[config.mk]
export PLATFORM = sky130hd
export DESIGN_NAME = rwf_div
export DESIGN_NICKNAME = d
export VERILOG_FILES = /design/src/sv/rwf_pkg.sv /design/src/sv/rwf_div.sv
export SDC_FILE = /design/constraint.sdc
export NUM_CORES = 1
export LEC_CHECK = 0
export BUFFER_PORTS_ARGS = -buffer_cell sky130_fd_sc_hd__buf_4
export CORE_MARGIN = 2
export CORE_UTILIZATION = 58
export DETAILED_ROUTE_END_ITERATION = 6
export PLACE_DENSITY = 0.81
export SLEW_MARGIN = 10
export SYNTH_ARGS = -nofsm -noshare
export SYNTH_HDL_FRONTEND = slang
export SYNTH_SLANG_ARGS = --single-unit
[constraint.sdc]
create_clock -name aclk -period 7.8 [get_ports aclk]
set_clock_uncertainty 0.1 [all_clocks]
set_input_delay 2.34 -clock aclk [delete_from_list [all_inputs] [get_ports aclk]]
set_output_delay 2.34 -clock aclk [all_outputs]
set_load 0.03 [all_outputs]
[src/sv/rwf_pkg.sv]
// rwf_pkg: shared types and constants for the rgb window filter
// no dependencies; imported by rwf_div, rgb_window_filter_generalized, rwf_checker and the testbench
`default_nettype none
package rwf_pkg;

    localparam int S_TDATA_W = 48;
    localparam int S_TUSER_W = 2;
    localparam int M_TDATA_W = 48;
    localparam int PADDR_W   = 5;
    localparam int TERM_W    = 25;
    localparam int CH_W      = 8;

    localparam logic [1:0] ACT_COEF  = 2'd0;
    localparam logic [1:0] ACT_PIXEL = 2'd1;
    localparam logic [1:0] ACT_FLUSH = 2'd2;
    localparam logic [1:0] ACT_BAD   = 2'd3;

    localparam logic [1:0] RED_SUM  = 2'd0;
    localparam logic [1:0] RED_MAX  = 2'd1;
    localparam logic [1:0] RED_MIN  = 2'd2;
    localparam logic [1:0] RED_MEAN = 2'd3;

    localparam logic [1:0] CMB_MUL = 2'd0;
    localparam logic [1:0] CMB_ADD = 2'd1;
    localparam logic [1:0] CMB_SUB = 2'd2;
    localparam logic [1:0] CMB_BAD = 2'd3;

    localparam logic [2:0] REG_KSIZE  = 3'd0;
    localparam logic [2:0] REG_ACOL   = 3'd1;
    localparam logic [2:0] REG_AROW   = 3'd2;
    localparam logic [2:0] REG_REDUCE = 3'd3;
    localparam logic [2:0] REG_COMB   = 3'd4;
    localparam logic [2:0] REG_CROSS  = 3'd5;
    localparam logic [2:0] REG_WIDTH  = 3'd6;
    localparam logic [2:0] REG_HEIGHT = 3'd7;

    typedef struct packed {
        logic busy;
        logic done;
    } rwf_div_stat_t;

    typedef enum logic [6:0] {
        ST_IDLE  = 7'b0000001,
        ST_DEC   = 7'b0000010,
        ST_TAP   = 7'b0000100,
        ST_DRAIN = 7'b0001000,
        ST_CALC  = 7'b0010000,
        ST_DIV   = 7'b0100000,
        ST_FIN   = 7'b1000000
    } rwf_state_t;

endpackage
`default_nettype wire

[src/sv/rwf_div.sv]
// rwf_div: three-lane restoring divider, one quotient bit per cycle
// depends on rwf_pkg
`default_nettype none
module rwf_div #(
    parameter int AW  = 31,
    parameter int DVW = 14
) (
    input  wire logic                         aclk,
    input  wire logic                         aresetn,
    input  wire logic                         start,
    input  wire logic [2:0][AW-1:0]           dividend,
    input  wire logic [DVW-1:0]               divisor,
    output rwf_pkg::rwf_div_stat_t            stat,
    output logic      [2:0][rwf_pkg::CH_W-1:0] quot
);
    import rwf_pkg::*;

    localparam int CNW = $clog2(AW + 1);

    logic [2:0][AW-1:0] dvd_reg;
    logic [2:0][DVW:0]  rem_reg;
    logic [DVW-1:0]     dsr_reg;
    logic [CNW-1:0]     cnt_reg;
    logic               busy_reg;
    logic               done_reg;
    logic [2:0][DVW:0]  rem_sh;
    logic [2:0]         qbit;

    always_comb begin
        for (int i = 0; i < 3; i++) begin
            rem_sh[i] = {rem_reg[i][DVW-1:0], dvd_reg[i][AW-1]};
            qbit[i]   = rem_sh[i] >= {1'b0, dsr_reg};
        end
    end

    always_ff @(posedge aclk) begin
        if (!aresetn) begin
            busy_reg <= 1'b0;
            done_reg <= 1'b0;
            cnt_reg  <= '0;
        end else begin
            done_reg <= 1'b0;
            if (start) begin
                busy_reg <= 1'b1;
                cnt_reg  <= CNW'(AW);
                dsr_reg  <= divisor;
                for (int i = 0; i < 3; i++) begin
                    dvd_reg[i] <= dividend[i];
                    rem_reg[i] <= '0;
                end
            end else if (busy_reg) begin
                for (int i = 0; i < 3; i++) begin
                    dvd_reg[i] <= {dvd_reg[i][AW-2:0], qbit[i]};
                    rem_reg[i] <= qbit[i] ? rem_sh[i] - {1'b0, dsr_reg} : rem_sh[i];
                end
                cnt_reg <= cnt_reg - CNW'(1);
                if (cnt_reg == CNW'(1)) begin
                    busy_reg <= 1'b0;
                    done_reg <= 1'b1;
                end
            end
        end
    end

    always_comb begin
        stat.busy = busy_reg;
        stat.done = done_reg;
        for (int i = 0; i < 3; i++) begin
            quot[i] = dvd_reg[i][CH_W-1:0];
        end
    end

endmodule
`default_nettype wire

==> run_results.csv, run 1 <==
group,metric,value,unit
status,status,"finished clean",
clock_tree,clock_latency,0.42,ns
clock_tree,cts_setup_buffers,0,
worst_setup_path,slowest_delay,0.87,ns
synthesis,netlist_area,8725,µm²
final_layout,fillers,1024,
hold_path,whs_path_depth,1,
clock_tree,cts_tree,"built",
final_layout,largest_reg_flops,69,
final_layout,final_area,10210,µm²
die,dieHeight,126.6,µm
synthesis,synthCells,690,
detailed_routing,wire_per_inst,17.97,µm
die,core,14590,µm²
die,num_io_pins,136,
synthesis,ys_seq_elements,156,
synthesis,syn_nets,850,
worst_setup_path,crit_path_max_fanout,81,
detailed_routing,final_antenna_net_count,0,
timing,fmax,0.2204,GHz
timing,hold_viol_final,0,
placement,place_congestion,0.8207,
hold_path,holdPathEnd,"dvd_reg[71]",
placement,port_buffers,135,
synthesis,synth_edf_count,149,
worst_setup_path,worst_setup_path_start_kind,"primary input",
die,rows,44,
timing,rsz0062_at_grt,"false",
worst_setup_path,reg2reg_from,"dsr_reg[3]",
timing,setup_viol,0,
clock_tree,cts_resized,0,
detailed_routing,drc,0,
timing,slew-limit-headroom,0.3586,
global_route,track_usage,0.2261,
global_route,antenna_found_initial,0,
pwr,total_power,2.315,mW
synthesis,ys_async_sr_fraction,0,
global_route,grt_overflow,0,
worst_setup_path,crit_chain,"buf_4 -> buf_4 -> nand2_1 -> inv_1",
hold_path,hold_path_class,"flop to flop",
final_layout,multi_input_area,3689,µm²
worst_setup_path,critical_path.most_common_cell,"buf_4",
global_route,grt_pass1_vias,5900,
worst_setup_path,arrival,4.49,ns
timing,fin_crit,4.537,ns
die,start_util,0.5980,
worst_setup_path,cp_slowest_cell,"buf_4",
timing,worst_pin_slew,0.9621,ns
synthesis,ys.warnings.count,0,
die,die_area,16040,µm²
synthesis,synth_cell_types,56,
detailed_routing,first_pass_iters,5,
final_layout,seqCellArea,4614,µm²
worst_setup_path,r2r_end,"rem_reg[35]",
synthesis,synthFlopType,"edfxtp_1",
clock_tree,clkSlewWorstSetupHoldPaths,0.06,ns
clock_tree,clockBufferDepth,2,
synthesis,synth_area_per_cell,12.64,µm²
clock_tree,clkSinkCount,156,
placement,dp_hpwl,12610,µm
worst_setup_path,required,7.75,ns
hold_path,worst_hold_startpoint,"dvd_reg[70]",
timing,report.final.slew_viol_count,0,
detailed_routing,drtIter0Drc,392,
timing,fin_ws,3.263,ns
clock_tree,htreeDepth,4,
clock_tree,root_buffer,"clkbuf_16",
synthesis,ys_seq_area_frac,0.5289,
global_route,grt_max_degree,82,
worst_setup_path,rrSetupSlack,4.55,ns
final_layout,antenna_cells,0,
pwr,vdd_ir_drop_max,0.1591,mV
global_route,grt_pass1_wl,28630,µm
timing,fin_setup_tns,0,ns
worst_setup_path,reg2reg_depth,9,
final_layout,final_cell_mix,"edfxtp_1 (149), buf_4 (140), mux2_2 (91)",
detailed_routing,num_vias,5681,
final_layout,mostFrequentLayoutCell,"edfxtp_1",
clock_tree,holdBufCountCts,0,
placement,placed_area,9704,µm²
worst_setup_path,endpoint_kind,"flop",
die,die_w,126.6,µm
detailed_routing,vias_per_cell,5.733,
clock_tree,numCtsBuffers,17,
final_layout,drive_above_1_share,0.3259,
pwr,leakagePower,4.125,nW
placement,dp_slack,2.832,ns
pwr,cellPowerDensity,226.7,nW/µm²
final_layout,area_growth,17.08,%
final_layout,nNetsFinal,958,
job,drv_cap,0,
worst_setup_path,critPathKind,"primary input to flop",
detailed_routing,wl,17810,µm
timing,period_share,0.5816,
per-stage QoR:
stage                     cells  hold slack, ns    util
final                       991          0.4458  0.7002
after global routing        991          0.4583  0.7002
after CTS                   991          0.4496  0.7002
after global placement      963          0.4261  0.6652
after floorplan             690          0.4248       -
after detailed placement    963          0.4357  0.6652
cells by family (layout without fill, tap and decap cells):
kind of cell / count (synthesis) / after routing / synth area share
flops: 156 / 156 / 0.5289
fa+ha+maj: 50 / 50 / 0.07429
xor+xnor: 35 / 35 / 0.03514
compound gates: 117 / 117 / 0.09064
mux: 121 / 121 / 0.1519
simple gates: 128 / 128 / 0.06941
buf+inv: 83 / 200 / 0.04976
report_power, final:
| part | total [mW] | switching (mW) | leakage, nW | internal [mW] |
|---|---|---|---|---|
| logic | 0.538 | 0.286 | 2.40 | 0.252 |
| registers | 1.04 | 0.0318 | 1.48 | 1.01 |
| clock network | 0.736 | 0.309 | 0.239 | 0.427 |
worst max-delay path: cells and delay by family:
family / cells / cell delay [ns]
and+or+nand+nor: 1 / 0.15
buffers and inverters: 3 / 1.96
layout make-up:
type	instances	area share
Sequential cell	156	0.4517
Multi-Input combinational cell	451	0.3611
Timing Repair Buffer	140	0.1029
Clock buffer	19	0.04238
Tap cell	184	0.02254
Inverter	32	0.01176
Clock inverter	9	0.007594
how the worst max path moves through the flow:
stage	start	end	cells after the start
5_1_grt	start	dsr_reg[7]	4
3_5_place_dp	start	dsr_reg[7]	4
2_1_floorplan	start	dvd_reg[10]	2
6_report	start	dsr_reg[7]	4
3_3_place_gp	start	dsr_reg[5]	4
4_1_cts	start	dsr_reg[7]	4
per-layer routing:
metal  part of all wire  track usage
met1               0.41       0.2725
met3              0.070      0.08351
met5                  0            0
met4              0.012      0.06399
met2               0.50       0.3828
cell usage after synthesis (3+ instances only):
cell type,n,area share
a211oi_1,10,0.0086
a21o_1,14,0.012
a21oi_1,30,0.017
a31oi_1,6,0.0043
and2_1,3,0.0022
and3_1,6,0.0043
buf_2,3,0.0017
buf_4,27,0.023
clkbuf_1,16,0.0069
dfxtp_1,7,0.016
edfxtp_1,149,0.51
fa_1,3,0.0069
ha_1,47,0.067
inv_1,32,0.014
mux2_2,91,0.12
mux2i_1,30,0.034
nand2_1,19,0.0082
nand3_1,9,0.0052
nand3b_1,4,0.0034
nor2_1,58,0.025
nor2b_1,4,0.0029
nor3_1,12,0.0069
nor4b_1,3,0.0030
o21a_1,13,0.011
o21ai_0,11,0.0063
o21ai_1,3,0.0017
o21bai_1,4,0.0034
o31ai_1,5,0.0043
or3_1,3,0.0022
xnor2_1,21,0.021
xor2_1,14,0.014
Note: power is estimated with default switching activity, not from simulation.
==> run 2, diff against run 1 <==
clock period = 4.51 ns   (was 7.8 ns; I/O delays follow)
==> run 2 against run 1 <==
  * Power grew 82%
  * Global-route usage grew 0.81 points
  * Clock power grew 100%
  * Design area grew 1.3%
  * Core utilization grew 0.88 points
  * Hold slack gained 0.0039 ns
  * First-iteration DRC count grew 22%
  * Register-to-register slack lost 3.3 ns
  * Cell count grew 0.50%
  * Via count grew 1.2%
  * Critical path type is now flop to flop
  * Largest cell class unchanged
==> run_results.csv, run 2 (synthesized netlist as in run 1, its figures left out) <==
group,metric,value,unit
status,status,"finished clean",
timing,period_share,0.7146,
hold_path,worst_hold_startpoint,"dvd_reg[71]",
worst_setup_path,crit_cells,7,
placement,port_buffers,135,
final_layout,fillers,972,
final_layout,nNetsFinal,959,
detailed_routing,top_layer_used,"met4",
timing,rsz0062_at_grt,"false",
clock_tree,clock_latency,0.43,ns
detailed_routing,wl_met2,9280,µm
timing,report.final.slew_viol_count,0,
worst_setup_path,slowest_delay,0.89,ns
final_layout,drive_above_1_share,0.3362,
timing,fin_setup_tns,0,ns
die,core,14590,µm²
die,dieHeight,126.6,µm
worst_setup_path,arrival,3.28,ns
worst_setup_path,reg2reg_depth,7,
final_layout,final_cell_mix,"edfxtp_1 (149), buf_4 (139), mux2_2 (91)",
hold_path,whs_path_depth,1,
worst_setup_path,reg2reg_from,"rem_reg[41]",
final_layout,largest_reg_flops,69,
worst_setup_path,crit_family,"compound AO/OA/AOI/OAI gates",
detailed_routing,wl_met1,7488,µm
clock_tree,cts_resized,0,
pwr,clockPowerShare,0.352,
final_layout,mostFrequentLayoutCell,"edfxtp_1",
pwr,leakagePower,4.201,nW
detailed_routing,drtIter0Drc,477,
die,die_area,16040,µm²
timing,fmax,0.3103,GHz
global_route,grt_pass1_wl,29360,µm
final_layout,stdcell_count,996,
timing,hold_ws,0.4497,ns
global_route,grt_overflow,0,
die,num_io_pins,136,
pwr,vdd_ir_drop_max,0.2782,mV
placement,place_congestion,0.9136,
pwr,seq_power_share,0.427,
die,start_util,0.5980,
detailed_routing,final_antenna_net_count,0,
placement,dp_hpwl,12920,µm
detailed_routing,vias_per_cell,5.770,
final_layout,seqCellArea,4614,µm²
worst_setup_path,worst_setup_path_start_kind,"flop",
timing,slew-limit-headroom,0.3529,
worst_setup_path,endpoint_kind,"flop",
final_layout,area_growth,18.56,%
worst_setup_path,critical_path.endpoint,"rem_reg[39]",
die,die_w,126.6,µm
worst_setup_path,crit_path_max_fanout,16,
die,rows,44,
worst_setup_path,required,4.57,ns
worst_setup_path,r2r_end,"rem_reg[39]",
timing,worst_pin_slew,0.9707,ns
timing,hold_viol_final,0,
pwr,sw_frac_of_total,0.2839,
worst_setup_path,path_buf_inv,0,
final_layout,multi_input_area,3689,µm²
worst_setup_path,rrSetupSlack,1.29,ns
clock_tree,cts_tree,"built",
clock_tree,clkSlewWorstSetupHoldPaths,0.07,ns
worst_setup_path,crit_chain,"ha_1 -> a21o_1 -> a211o_1 -> a31oi_1 -> o311a_1 -> mux2i_1 -> nor2_1",
detailed_routing,num_vias,5747,
worst_setup_path,critPathKind,"flop to flop",
worst_setup_path,crit_start,"rem_reg[41]",
clock_tree,root_buffer,"clkbuf_16",
pwr,cellPowerDensity,408.1,nW/µm²
placement,placed_cells,964,
clock_tree,clkSinkCount,156,
final_layout,antenna_cells,0,
global_route,antenna_found_initial,0,
detailed_routing,wl,18400,µm
worst_setup_path,cp_slowest_cell,"o311a_1",
clock_tree,numCtsBuffers,17,
clock_tree,htreeDepth,4,
pwr,internal-power,3.023,mW
detailed_routing,drc,0,
clock_tree,holdBufCountCts,0,
hold_path,hold_path_class,"flop to flop",
pwr,combPwrFrac,0.221,
timing,fin_crit,3.223,ns
detailed_routing,wire_per_inst,18.48,µm
detailed_routing,first_pass_iters,7,
clock_tree,cts_setup_buffers,0,
pwr,power.switching,1.198,mW
global_route,track_usage,0.2342,
job,drv_cap,0,
global_route,grt_max_degree,87,
global_route,grt_pass1_vias,6086,
detailed_routing,wl_met3,1196,µm
final_layout,postLayoutCoreUtil,0.7090,
clock_tree,clockBufferDepth,2,
timing,setup_viol,0,
## run 2: cell types whose count changed in the layout (fill, tap and decap cells not counted), moves of 2 or more
| cell | change |
|---|---|
| inv_8 | +3 |
| clkbuf_1 | -2 |
| clkinv_1 | -3 |
| clkinvlp_4 | -3 |
| inv_6 | +5 |
| buf_12 | +2 |
## run 2: worst reg2reg max path: cells and delay by family, from the launching register on
family,cells,cell delay [ns]
AO/OA/AOI/OAI,4,1.70
flip-flops,1,0.41
adder cells (fa/ha/maj),1,0.38
multiplexers,1,0.30
AND/OR/NAND/NOR,1,0.06
## run 2: per-layer routing
metal / up-vias / track usage
li1: 2783 / -
met1: 2755 / 0.2782
met2: 175 / 0.3941
met3: 34 / 0.08267
met4: 0 / 0.08597
met5: - / 0
## run 2: worst min path at each step
stage,to,slack [ns]
final,dvd_reg[72],0.45
after global routing,dvd_reg[73],0.47
after CTS,dvd_reg[72],0.45
after detailed placement,dvd_reg[52],0.43
after global placement,dvd_reg[24],0.43
after floorplan,dvd_reg[87],0.42
## run 2: metrics by stage
stage	worst slack (ns)	instance area (µm²)	power, mW
floorplan	0.5947	8726	2.524
global placement	1.511	9737	2.703
detailed placement	1.348	9737	2.755
CTS	1.340	10340	4.247
global route	1.156	10340	4.405
finish	1.287	10340	4.221
## run 2: final cells by class
type | count | share of cell area
Sequential cell | 156 | 0.4461
Multi-Input combinational cell | 451 | 0.3566
Timing Repair Buffer | 141 | 0.1048
Clock buffer | 17 | 0.04113
Tap cell | 184 | 0.02226
Clock inverter | 15 | 0.01754
Inverter | 32 | 0.01161
## run 2: power groups by stage
stage	registers [mW]	clock network [mW]	logic (mW)
finish	1.80	1.49	0.933
floorplan	1.81	0	0.711
detailed placement	1.83	0	0.923
global placement	1.83	0	0.876
global route	1.82	1.57	1.02
CTS	1.80	1.51	0.931
